## src/rtl/core/cylinder_region_histogram_defines.svh

```systemverilog
// ----------------------------------------------------------------------------
// Assertion macros for cylinder_region_histogram
// Concurrent assertion shorthands clocked on clk and disabled during reset.
// ----------------------------------------------------------------------------
`ifndef CYLINDER_REGION_HISTOGRAM_DEFINES_SVH
`define CYLINDER_REGION_HISTOGRAM_DEFINES_SVH

// Consequent must hold in the same cycle as the antecedent.
`define CRH_ASSERT(label, ante, cons, msg) \
	label: assert property (@(posedge clk) disable iff (!arst_n) (ante) |-> (cons)) \
		else $error(msg);

// Consequent must hold in the cycle after the antecedent.
`define CRH_ASSERT_NEXT(label, ante, cons, msg) \
	label: assert property (@(posedge clk) disable iff (!arst_n) (ante) |=> (cons)) \
		else $error(msg);

`endif

```

## src/rtl/core/crh_pkg.sv

```systemverilog
// ----------------------------------------------------------------------------
// crh_pkg
// Types, register indexes, function codes and reset values of the
// cylinder region histogram.
// ----------------------------------------------------------------------------
package crh_pkg;

	localparam int CFG_AW = 3;
	localparam int CFG_DW = 43;

	localparam logic [CFG_AW-1:0] REG_LOW_Z     = 3'd0;
	localparam logic [CFG_AW-1:0] REG_UP_Z      = 3'd1;
	localparam logic [CFG_AW-1:0] REG_CENTER_X  = 3'd2;
	localparam logic [CFG_AW-1:0] REG_CENTER_Y  = 3'd3;
	localparam logic [CFG_AW-1:0] REG_RADIUS_SQ = 3'd4;
	localparam logic [CFG_AW-1:0] REG_BIN_SCALE = 3'd5;
	localparam logic [CFG_AW-1:0] REG_BINS_USED = 3'd6;

	localparam logic FUNC_ACCUM = 1'b0;
	localparam logic FUNC_READ  = 1'b1;

	localparam logic signed [19:0] RST_LOW_Z     = 20'sd31789;
	localparam logic signed [19:0] RST_UP_Z      = 20'sd50131;
	localparam logic signed [19:0] RST_CENTER_X  = 20'sd11588;
	localparam logic signed [19:0] RST_CENTER_Y  = 20'sd8421;
	localparam logic [42:0]        RST_RADIUS_SQ = 43'd14417209;
	localparam logic [31:0]        RST_BIN_SCALE = 32'd91468;
	localparam logic [8:0]         RST_BINS_USED = 9'd100;

	typedef struct packed {
		logic signed [19:0] low_z;
		logic signed [19:0] up_z;
		logic signed [19:0] center_x;
		logic signed [19:0] center_y;
		logic [42:0]        radius_sq;
		logic [31:0]        bin_scale;
		logic [8:0]         bins_used;
	} cfg_t;

	typedef struct packed {
		logic               func;
		logic signed [19:0] pos_x;
		logic signed [19:0] pos_y;
		logic signed [19:0] pos_z;
		logic [7:0]         read_bin;
	} item_t;

	// Geometry stage results: squared axis distances and the scaled z offset.
	typedef struct packed {
		logic        func;
		logic [7:0]  read_bin;
		logic        z_in;
		logic [39:0] sq_x;
		logic [39:0] sq_y;
		logic [51:0] prod;
	} geo_t;

	// Control of the count update stage.
	typedef struct packed {
		logic       is_read;
		logic       hit;
		logic       oob;
		logic [7:0] bin_hit;
	} upd_ctl_t;

endpackage

```

## src/rtl/core/crh_filter.sv

```systemverilog
// ----------------------------------------------------------------------------
// crh_filter
// Geometry stage: axis distance squares, z slab test and the scaled z offset,
// registered into the second pipeline stage.
// ----------------------------------------------------------------------------
module crh_filter (
	input  logic          clk,
	input  logic          load,
	input  crh_pkg::item_t item,
	input  crh_pkg::cfg_t  cfg,
	output crh_pkg::geo_t  geo_s2
);

	logic signed [20:0] dx;
	logic signed [20:0] dy;
	logic signed [20:0] dz;
	logic signed [41:0] sq_x_full;
	logic signed [41:0] sq_y_full;
	logic [51:0]        prod;
	logic               z_in;

	always_comb begin
		dx = 21'(item.pos_x) - 21'(cfg.center_x);
		dy = 21'(item.pos_y) - 21'(cfg.center_y);
		dz = 21'(item.pos_z) - 21'(cfg.low_z);
		sq_x_full = dx * dx;
		sq_y_full = dy * dy;
		z_in = (item.pos_z >= cfg.low_z) && (item.pos_z < cfg.up_z);
		// Inside the slab the offset is non-negative and fits in 20 bits.
		prod = 52'(dz[19:0]) * 52'(cfg.bin_scale);
	end

	always_ff @(posedge clk) begin
		if (load) begin
			geo_s2.func     <= item.func;
			geo_s2.read_bin <= item.read_bin;
			geo_s2.z_in     <= z_in;
			geo_s2.sq_x     <= sq_x_full[39:0];
			geo_s2.sq_y     <= sq_y_full[39:0];
			geo_s2.prod     <= prod;
		end
	end

endmodule

```

## config.mk

```make
export PLATFORM = sky130hd
export DESIGN_NAME = crh_filter
export DESIGN_NICKNAME = d
export VERILOG_FILES = /design/src/rtl/core/cylinder_region_histogram_defines.svh /design/src/rtl/core/crh_pkg.sv /design/src/rtl/core/crh_filter.sv
export SDC_FILE = /design/constraint.sdc
export NUM_CORES = 2
export LEC_CHECK = 0
export BUFFER_PORTS_ARGS = -buffer_cell sky130_fd_sc_hd__buf_4
export CAP_MARGIN = 20
export CORE_MARGIN = 2
export CORE_UTILIZATION = 51
export CTS_BUF_LIST = sky130_fd_sc_hd__clkbuf_16
export DETAILED_ROUTE_END_ITERATION = 7
export PLACE_DENSITY = 0.66
export SLEW_MARGIN = 10
export SYNTH_ARGS = -nofsm -noshare
export SYNTH_HDL_FRONTEND = slang
export SYNTH_SLANG_ARGS = --single-unit
```

## constraint.sdc

```tcl
create_clock -name clk -period 12 [get_ports clk]
set_input_delay 2.4 -clock clk [delete_from_list [all_inputs] [get_ports clk]]
set_output_delay 2.4 -clock clk [all_outputs]
set_load 0.01 [all_outputs]
```

==> results.yml <==
timing:
  rsz0062_at_grt: "no"
  setup_tns_ns: 0
  max-slew-margin-rel_pct: 28.4
  finalCriticalPeriod_ns: 11.55
  max_freq_mhz: 86.5
  hold_viol: 0
  setup_viol: 0
  min_period_over_period_pct: 96.3
  timing.final.max_slew_violations: 0
  worst_pin_slew_ns: 1.07
detailed_routing:
  routed_wl_um: 150000
  wl_per_cell_um: 18.9
  drt_iter0_drc: 2576
  via_per_inst: 5.27
  drt_pre_antenna_iters: 6
  vias: 42000
  drc_errors: 0
  drtAntennaViolNets: 0
clock_tree:
  root_buffer: "clkbuf_16"
  clock-sinks: 140
  post_cts_buffers: 0
  cts_resized: 0
  cts.clk_slew.worst_paths_ns: 0.08
  htreeDepth: 4
  numCtsBuffers: 17
  cts_tree: "built"
  hold_buffers: 0
  cts_buffer_depth: 2
setup_path:
  crit_buf_inv: 7
  end_kind: "register"
  critPathKind: "in -> reg"
  worst_setup_path_start_kind: "primary input"
  slowest_delay_ns: 0.82
  cp_slowest_cell: "a311oi_2"
  worstPathArrival_ns: 11.86
  required_ns: 12.31
  path_max_fanout: 17
  cp_common_cell: "fa_1"
  cpLargestDelayFamily: "compound AO/OA/AOI/OAI gates"
synthesis:
  synth_area_leaders: "fa_1 (47%), inv_1 (10%), ha_1 (10%), edfxtp_1 (7.3%), nand2_1 (4.8%)"
  yosysTopAreaCell: "fa_1"
  synth_xor_area_share_pct: 3.00
  yosys.area_share.simple_pct: 12.8
  yosys_register_bits: 140
  synthCells: 6219
  synth_cell_type_count: 92
  yosysTopAreaCellShare_pct: 47.3
  synth_compound_area_share_pct: 7.29
  synth_common_cells: "inv_1 (1584), fa_1 (1351), nand2_1 (738), ha_1 (457), nor2_1 (363)"
  synth_edf_count: 140
  seq_area_frac_synth_pct: 7.35
  yosys_warnings: 0
  yosys-mux-area-fraction_pct: 0.0875
  synth-adder-area-share_pct: 57.3
  synth_flop_cell: "edfxtp_1"
  synth_top_family_by_area: "adder cells"
  postSynth.asyncResetShare_pct: 0
  syn_area_per_cell_um2: 9.20
  synth_most_common_cell: "inv_1"
  synth_area_um2: 57200
global_route:
  grtUsageTotal_pct: 27.5
  grt_overflow_total: 0
  grt_max_degree: 73
  grt_pass1_vias: 45900
  antenna_found_initial: 5
  grt_pass1_wl_um: 247000
finish:
  drive_gt1_share_pct: 9.19
  stdcell_area_um2: 62400
  final_nets: 8505
  reg_top3: "geo_s2: 140 flops"
  final_cells: 7966
  synthToLayoutAreaGrowth_pct: 9.15
  largest_reg_flops: 140
  largest-register: "geo_s2"
  nFillCells: 10000
floorplan:
  initial_utilization_pct: 51.5
  ios: 377
  fp.dieH_um: 339
  design.core.area_um2: 111000
  fp.dieW_um: 339
  die_area_um2: 115000
  rows: 122
hold_path:
  holdCritStartpoint: "item[4]"
  hold_path.class: "in -> reg"
  min_to: "geo_s2[137]$_DFFE_PP_"
  hold_depth: 1
placed_design:
  port_buffers: 322
  dpl_cell_area_um2: 61800
  gp_congestion: 0.947
  placed_cells: 7930
  place_hpwl_um: 125000
outcome:
  outcome: "finished, final reports clean"
run:
  cap_violations: 0
==> layout make-up <==
type                    count  area (um^2)  area share [%]
inverters                1600         6010            9.62
well taps                1488         1860            2.98
clock buffers              17          425           0.681
diodes                      4         10.0          0.0160
clock inverters            14          151           0.242
multi-input cells        4232        46200            73.9
flip-flops and latches    140         4200            6.73
repair buffers            471         3610            5.78
==> metal layers <==
metal  wire length [um]  GRT usage [%]
met5                 36              0
met4               4130           8.16
met3              12900           6.79
met2              70600           44.3
met1              62700           36.8
==> through the flow <==
step                      setup slack, ns  hold slack [ns]  utilization [%]
after CTS                           0.587             1.98             56.2
after floorplan                      1.06             2.50                -
after detailed placement          0.00431             2.58             55.7
final                               0.445             2.04             56.3
after global routing              0.00456             2.01             56.3
after global placement             0.0678             2.58             55.7
==> kinds of logic (layout without fill, tap and decap cells) <==
family                     after synthesis  count (layout)
other                                    1               6
muxes                                    5               5
AOI/OAI and AO/OA                      604             604
buffers and inverters                 1848            2102
and+or+nand+nor                       1626            1626
adders and majority gates             1808            1808
DFF                                    140             140
xor gates and xnor gates               187             187
==> cell usage in the layout, fill, tap and decap left out, types with 14 or more instances in the layout <==
cell type	count
and3_1	14
nor2b_1	77
or3_1	17
ha_1	455
nor2_1	359
o21a_1	28
o21bai_1	26
a21o_1	100
and2_1	191
a21oi_1	164
o211a_1	14
a211oi_1	23
nand3_1	64
nor3_1	41
edfxtp_1	140
inv_2	14
xnor2_2	15
xor2_1	51
nand2b_1	47
o211ai_1	27
xnor2_1	116
nand2_1	738
fa_1	1351
buf_4	464
o21ai_0	102
inv_1	1584
clkbuf_16	17
nand4_1	48
==> how the worst max path moves through the flow <==
stage / startpoint / cells past startpoint / endpoint / slack (ns)
6_report: cfg[145] / 34 / geo_s2[49]$_DFFE_PP_ / 0.45
5_1_grt: cfg[145] / 34 / geo_s2[51]$_DFFE_PP_ / 0.005
4_1_cts: cfg[145] / 34 / geo_s2[49]$_DFFE_PP_ / 0.59
3_5_place_dp: cfg[145] / 37 / geo_s2[49]$_DFFE_PP_ / 0.004
3_3_place_gp: item[8] / 36 / geo_s2[49]$_DFFE_PP_ / 0.07
2_1_floorplan: item[48] / 33 / geo_s2[130]$_DFFE_PP_ / 1.06
Power is not shown: default switching activity piles up to over one toggle a cycle in this logic, so the estimate is an artifact.
