## config.mk

```make
export PLATFORM = sky130hd
export DESIGN_NAME = crh_update
export DESIGN_NICKNAME = d
export VERILOG_FILES = /design/src/rtl/core/cylinder_region_histogram_defines.svh /design/src/rtl/core/crh_pkg.sv /design/src/rtl/core/crh_update.sv
export SDC_FILE = /design/constraint.sdc
export NUM_CORES = 1
export LEC_CHECK = 0
export BUFFER_PORTS_ARGS = -buffer_cell sky130_fd_sc_hd__buf_4
export CAP_MARGIN = 25
export CORE_MARGIN = 10
export CORE_UTILIZATION = 49
export CTS_CLUSTER_SIZE = 28
export DETAILED_ROUTE_END_ITERATION = 16
export GPL_ROUTABILITY_DRIVEN = 0
export PLACE_DENSITY = 0.76
export SETUP_SLACK_MARGIN = 0.15
export SKIP_CTS_REPAIR_TIMING = 1
export SYNTH_ARGS = -nofsm -noshare
export SYNTH_HDL_FRONTEND = slang
export SYNTH_SLANG_ARGS = --single-unit
export TNS_END_PERCENT = 20
```

## constraint.sdc

```tcl
create_clock -name clk -period 7.4 [get_ports clk]
set_input_delay 1.48 -clock clk [delete_from_list [all_inputs] [get_ports clk]]
set_output_delay 1.48 -clock clk [all_outputs]
set_load 0.02 [all_outputs]
```

## src/rtl/core/cylinder_region_histogram_defines.svh

```systemverilog
// ----------------------------------------------------------------------------
// Assertion macros for cylinder_region_histogram
// Concurrent assertion shorthands clocked on clk and disabled during reset.
// ----------------------------------------------------------------------------
`ifndef CYLINDER_REGION_HISTOGRAM_DEFINES_SVH
`define CYLINDER_REGION_HISTOGRAM_DEFINES_SVH

// Consequent must hold in the same cycle as the antecedent.
`define CRH_ASSERT(label, ante, cons, msg) \
	label: assert property (@(posedge clk) disable iff (!arst_n) (ante) |-> (cons)) \
		else $error(msg);

// Consequent must hold in the cycle after the antecedent.
`define CRH_ASSERT_NEXT(label, ante, cons, msg) \
	label: assert property (@(posedge clk) disable iff (!arst_n) (ante) |=> (cons)) \
		else $error(msg);

`endif

```

## src/rtl/core/crh_pkg.sv

```systemverilog
// ----------------------------------------------------------------------------
// crh_pkg
// Types, register indexes, function codes and reset values of the
// cylinder region histogram.
// ----------------------------------------------------------------------------
package crh_pkg;

	localparam int CFG_AW = 3;
	localparam int CFG_DW = 43;

	localparam logic [CFG_AW-1:0] REG_LOW_Z     = 3'd0;
	localparam logic [CFG_AW-1:0] REG_UP_Z      = 3'd1;
	localparam logic [CFG_AW-1:0] REG_CENTER_X  = 3'd2;
	localparam logic [CFG_AW-1:0] REG_CENTER_Y  = 3'd3;
	localparam logic [CFG_AW-1:0] REG_RADIUS_SQ = 3'd4;
	localparam logic [CFG_AW-1:0] REG_BIN_SCALE = 3'd5;
	localparam logic [CFG_AW-1:0] REG_BINS_USED = 3'd6;

	localparam logic FUNC_ACCUM = 1'b0;
	localparam logic FUNC_READ  = 1'b1;

	localparam logic signed [19:0] RST_LOW_Z     = 20'sd31789;
	localparam logic signed [19:0] RST_UP_Z      = 20'sd50131;
	localparam logic signed [19:0] RST_CENTER_X  = 20'sd11588;
	localparam logic signed [19:0] RST_CENTER_Y  = 20'sd8421;
	localparam logic [42:0]        RST_RADIUS_SQ = 43'd14417209;
	localparam logic [31:0]        RST_BIN_SCALE = 32'd91468;
	localparam logic [8:0]         RST_BINS_USED = 9'd100;

	typedef struct packed {
		logic signed [19:0] low_z;
		logic signed [19:0] up_z;
		logic signed [19:0] center_x;
		logic signed [19:0] center_y;
		logic [42:0]        radius_sq;
		logic [31:0]        bin_scale;
		logic [8:0]         bins_used;
	} cfg_t;

	typedef struct packed {
		logic               func;
		logic signed [19:0] pos_x;
		logic signed [19:0] pos_y;
		logic signed [19:0] pos_z;
		logic [7:0]         read_bin;
	} item_t;

	// Geometry stage results: squared axis distances and the scaled z offset.
	typedef struct packed {
		logic        func;
		logic [7:0]  read_bin;
		logic        z_in;
		logic [39:0] sq_x;
		logic [39:0] sq_y;
		logic [51:0] prod;
	} geo_t;

	// Control of the count update stage.
	typedef struct packed {
		logic       is_read;
		logic       hit;
		logic       oob;
		logic [7:0] bin_hit;
	} upd_ctl_t;

endpackage

```

## src/rtl/core/crh_update.sv

```systemverilog
// ----------------------------------------------------------------------------
// crh_update
// Count update stage: write forwarding, saturating increment, histogram
// write and the result register.
// ----------------------------------------------------------------------------
module crh_update #(
	parameter int AW = 8
) (
	input  logic              clk,
	input  logic              arst_n,
	input  logic              advance,
	input  crh_pkg::upd_ctl_t ctl,
	input  logic [AW-1:0]     addr,
	input  logic [31:0]       rd_data,
	output logic              we,
	output logic [AW-1:0]     waddr,
	output logic [31:0]       wdata,
	output logic              in_region,
	output logic [7:0]        bin_hit,
	output logic [31:0]       count_value
);

	logic          fwd_valid_q;
	logic [AW-1:0] fwd_addr_q;
	logic [31:0]   fwd_data_q;
	logic [31:0]   cur;
	logic [31:0]   nxt;

	// The forward register holds the most recent histogram write, which is
	// always what the memory holds at that address.
	always_comb begin
		cur = (fwd_valid_q && (fwd_addr_q == addr)) ? fwd_data_q : rd_data;
		nxt = (cur == 32'hFFFF_FFFF) ? cur : cur + 32'd1;
		we = advance && ctl.hit;
		waddr = addr;
		wdata = nxt;
	end

	always_ff @(posedge clk or negedge arst_n) begin
		if (!arst_n) begin
			fwd_valid_q <= 1'b0;
		end else if (we) begin
			fwd_valid_q <= 1'b1;
		end
	end

	always_ff @(posedge clk) begin
		if (we) begin
			fwd_addr_q <= addr;
			fwd_data_q <= nxt;
		end
		if (advance) begin
			in_region <= ctl.hit;
			bin_hit   <= ctl.bin_hit;
			if (ctl.is_read) begin
				count_value <= ctl.oob ? 32'd0 : cur;
			end else begin
				count_value <= ctl.hit ? nxt : 32'd0;
			end
		end
	end

endmodule

```

==> key figures <==
Die
  – Starting density of the core: 0.502
  – Core Box Area: 9730 um2
  – Die area: 14400 um2
  – Count of boundary I/O pins: 136
  – Height of the chip: 120 um
  – Cell Rows: 36
  – Die width: 120 um

Setup path
  – Startpoint of the worst register-to-register path: fwd_addr_q[1]
  – Capturing point of the worst reg2reg path: count_value[1]
  – Internal reg-to-reg setup slack: 3080 ps
  – Max stage delay on crit path: 570 ps
  – Worst Path Required: 5920 ps
  – Critical Path Start Type: input port
  – Critical-path top delay cell: or4_4
  – R2r worst-path depth: 13
  – Crit path buffers/inverters: 3
  – CP delay by family, top: simple AND/OR/NAND/NOR gates
  – Last element of the critical path: wdata[30]
  – WP depth: 15
  – Crit path max fanout: 10
  – Data arrival time of the worst path: 5450 ps
  – Type of the setup path with the least slack: in -> out
  – Kind of end point of the critical path: primary output
  – First element of the critical path: addr[4]
  – Ordered cell list for the critical path: buf_4, xnor2_1, nand4_1, nor3_4, mux2i_1, inv_1, ha_1, nand2_1, or4_4, or4b_4, a21oi_4, nand2_1, xor2_1, mux2i_1, buf_4

Synthesis
  – Average footprint of a synthesized cell: 10.5 um2
  – Sequential element share of the synthesized area: 0.503
  – Warnings from Yosys: 0
  – Synthesized instance count: 464
  – Largest cells by area after synthesis: edfxtp_1 50%, mux2i_1 6.8%, nand2_1 4.6%
  – Primary FF master, synth: edfxtp_1
  – EDFF count, synth: 81
  – Share of flip-flops with an asynchronous set or reset after synthesis: 0.0122
  – Dominant cell type by area after synthesis: edfxtp_1
  – Count of cell types in the netlist: 52
  – Net count after synthesis: 519
  – Number of synthesized register bits: 82
  – Netlist area before placement: 4880 um2
  – Area share of the leading cell type in the synthesized netlist: 0.498

Final layout
  – Final standard cell utilization of the core: 0.639
  – # diodes: 0
  – Most common library cell in the layout ignoring fill and taps: buf_4
  – Fraction of layout cells with a size suffix above 1: 0.292
  – Leading cell types in the layout, fill and taps excluded: 139 x buf_4, 81 x edfxtp_1, 60 x nand2_1, 33 x mux2i_1, 29 x nand3_1
  – Layout area overhead: 27.3%
  – Final Net Count: 643
  – Number of filler instances in the final layout: 802

Pwr
  – Maximum ir drop on the vdd rail: 0.0000922 V
  – Power Dens Cells: 182 nW/um2
  – Total leakage power: 2.21 nW
  – Pwr Total: 1.13 mW

Run
  – Max Cap Viol: 0

CTS
  – Clock sink count: 82
  – Root buf cell: clkbuf_8
  – Clock tree from TritonCTS: done
  – Clock buffers created by TritonCTS: 9
  – Clk Latency, worst-skew pair: 370 ps
  – Clock transition at the register clock pins on the worst setup and hold paths after CTS: 80 ps
  – Clock Path Buffers: 2
  – CTS H-tree lvls: 3

STA
  – Actual transition at the worst max-transition pin: 966 ps
  – Share of the cycle needed by the critical path after routing: 0.937
  – Total of endpoints with negative setup slack in the final report: 0
  – Normalized max-slew margin: 0.353
  – Tightest hold margin: 514 ps
  – Setup repair after global routing missed its margin: false
  – Final count of hold timing violations: 0
  – Final worst path period need: 6930 ps
  – Pins over their slew limit: 0
  – Total negative slack: 0 ps
  – Setup WS post-layout: 466 ps
  – Maximum frequency from static timing analysis: 144 MHz
  – Post-Route Skew: 10.0 ps

Global route
  – Initial antenna violation count: 0
  – First-pass GRT wire length: 22.6 mm
  – Maximum number of pins on one net before global-route repair: 43
  – Number of global-route vias before repair: 4325
  – Sum of overflow across all layers after global routing: 0
  – Global routing usage summed across all routing layers: 0.196

Routing
  – Overall routed net length: 14.6 mm
  – Count of nets left with antenna violations after detail routing: 0
  – Vias: 4298
  – Detailed-route vias per instance: 5.92
  – Post-detailed-route wirelength per cell: 20.2 um
  – DRC: 0
  – Iter 0 DRT Violations: 318
  – Number of detailed-routing iterations run before antenna repair: 5

Place
  – Number of buffers added on ports: 135
  – HPWL after detailed placement: 10.6 mm
  – Worst slack at placement: 526 ps

Min path
  – Worst hold-check path type: reg -> reg

Run status
  – Status: complete, no violations
==> routing by layer <==
layer | share of wire | up-vias | track usage
met5 | 0 | - | 0
met4 | 0.017 | 0 | 0.0784
met3 | 0.081 | 22 | 0.0614
met2 | 0.50 | 208 | 0.332
met1 | 0.40 | 2075 | 0.227
li1 | - | 1993 | -
==> stage by stage <==
stage	std cells	area (um2)
2_1_floorplan	464	4880
3_3_place_gp	707	5960
3_5_place_dp	708	5970
4_1_cts	724	6180
5_1_grt	726	6210
6_report	726	6210
==> worst min-delay path by stage <==
stage                startpoint          end  slack [ps]  depth (start not counted)
floorplan           fwd_valid_q  fwd_valid_q         460                          1
global placement    fwd_valid_q  fwd_valid_q         490                          1
detailed placement  fwd_valid_q  fwd_valid_q         500                          1
CTS                 fwd_valid_q  fwd_valid_q         520                          1
global route        fwd_valid_q  fwd_valid_q         540                          1
finish              fwd_valid_q  fwd_valid_q         510                          1
==> report_power, final <==
| group | total [mW] | switching [mW] | internal (mW) |
|---|---|---|---|
| Sequential | 0.561 | 0.0149 | 0.546 |
| Clock | 0.353 | 0.165 | 0.188 |
| Combinational | 0.214 | 0.127 | 0.0879 |
==> Yosys cell counts (all sizes together) (10+ instances only) <==
library cell / count
buf: 14
xor2: 22
edfxtp: 81
mux2i: 33
and3: 10
nand4: 22
a21oi: 19
nor2: 23
xnor2: 22
o21ai: 26
nand2: 60
nand3: 29
clkbuf: 15
==> worst reg2reg max path, delay by kind of cell, from the launching register on <==
kind,cells,cell delay [ps]
simple gates,6,1930
mux,3,860
flops,1,410
fa+ha+maj,1,340
xor+xnor,1,240
compound gates,1,220
buf+inv,1,90
==> final cells by class <==
class / instances / area, um2 / area share
flip-flops and latches: 82 / 2460 / 0.395
repair buffers: 142 / 1090 / 0.175
inverters: 2 / 7.51 / 0.00121
well taps: 133 / 166 / 0.0268
clock buffers: 10 / 128 / 0.0205
clock inverters: 6 / 81.3 / 0.0131
multi-input cells: 351 / 2280 / 0.367
==> flip-flops by register name, indices dropped and copies added, names as in the netlist <==
signal / count
in_region: 1
count_value: 32
fwd_addr_q: 8
fwd_valid_q: 1
fwd_data_q: 32
bin_hit: 8
==> kinds of logic after synthesis <==
group / share of synthesized area
simple gates: 0.194
compound gates: 0.110
flops: 0.503
xor+xnor: 0.0789
mux: 0.0792
buf+inv: 0.0320
fa+ha+maj: 0.00256
(Power assumes the default switching activity.)
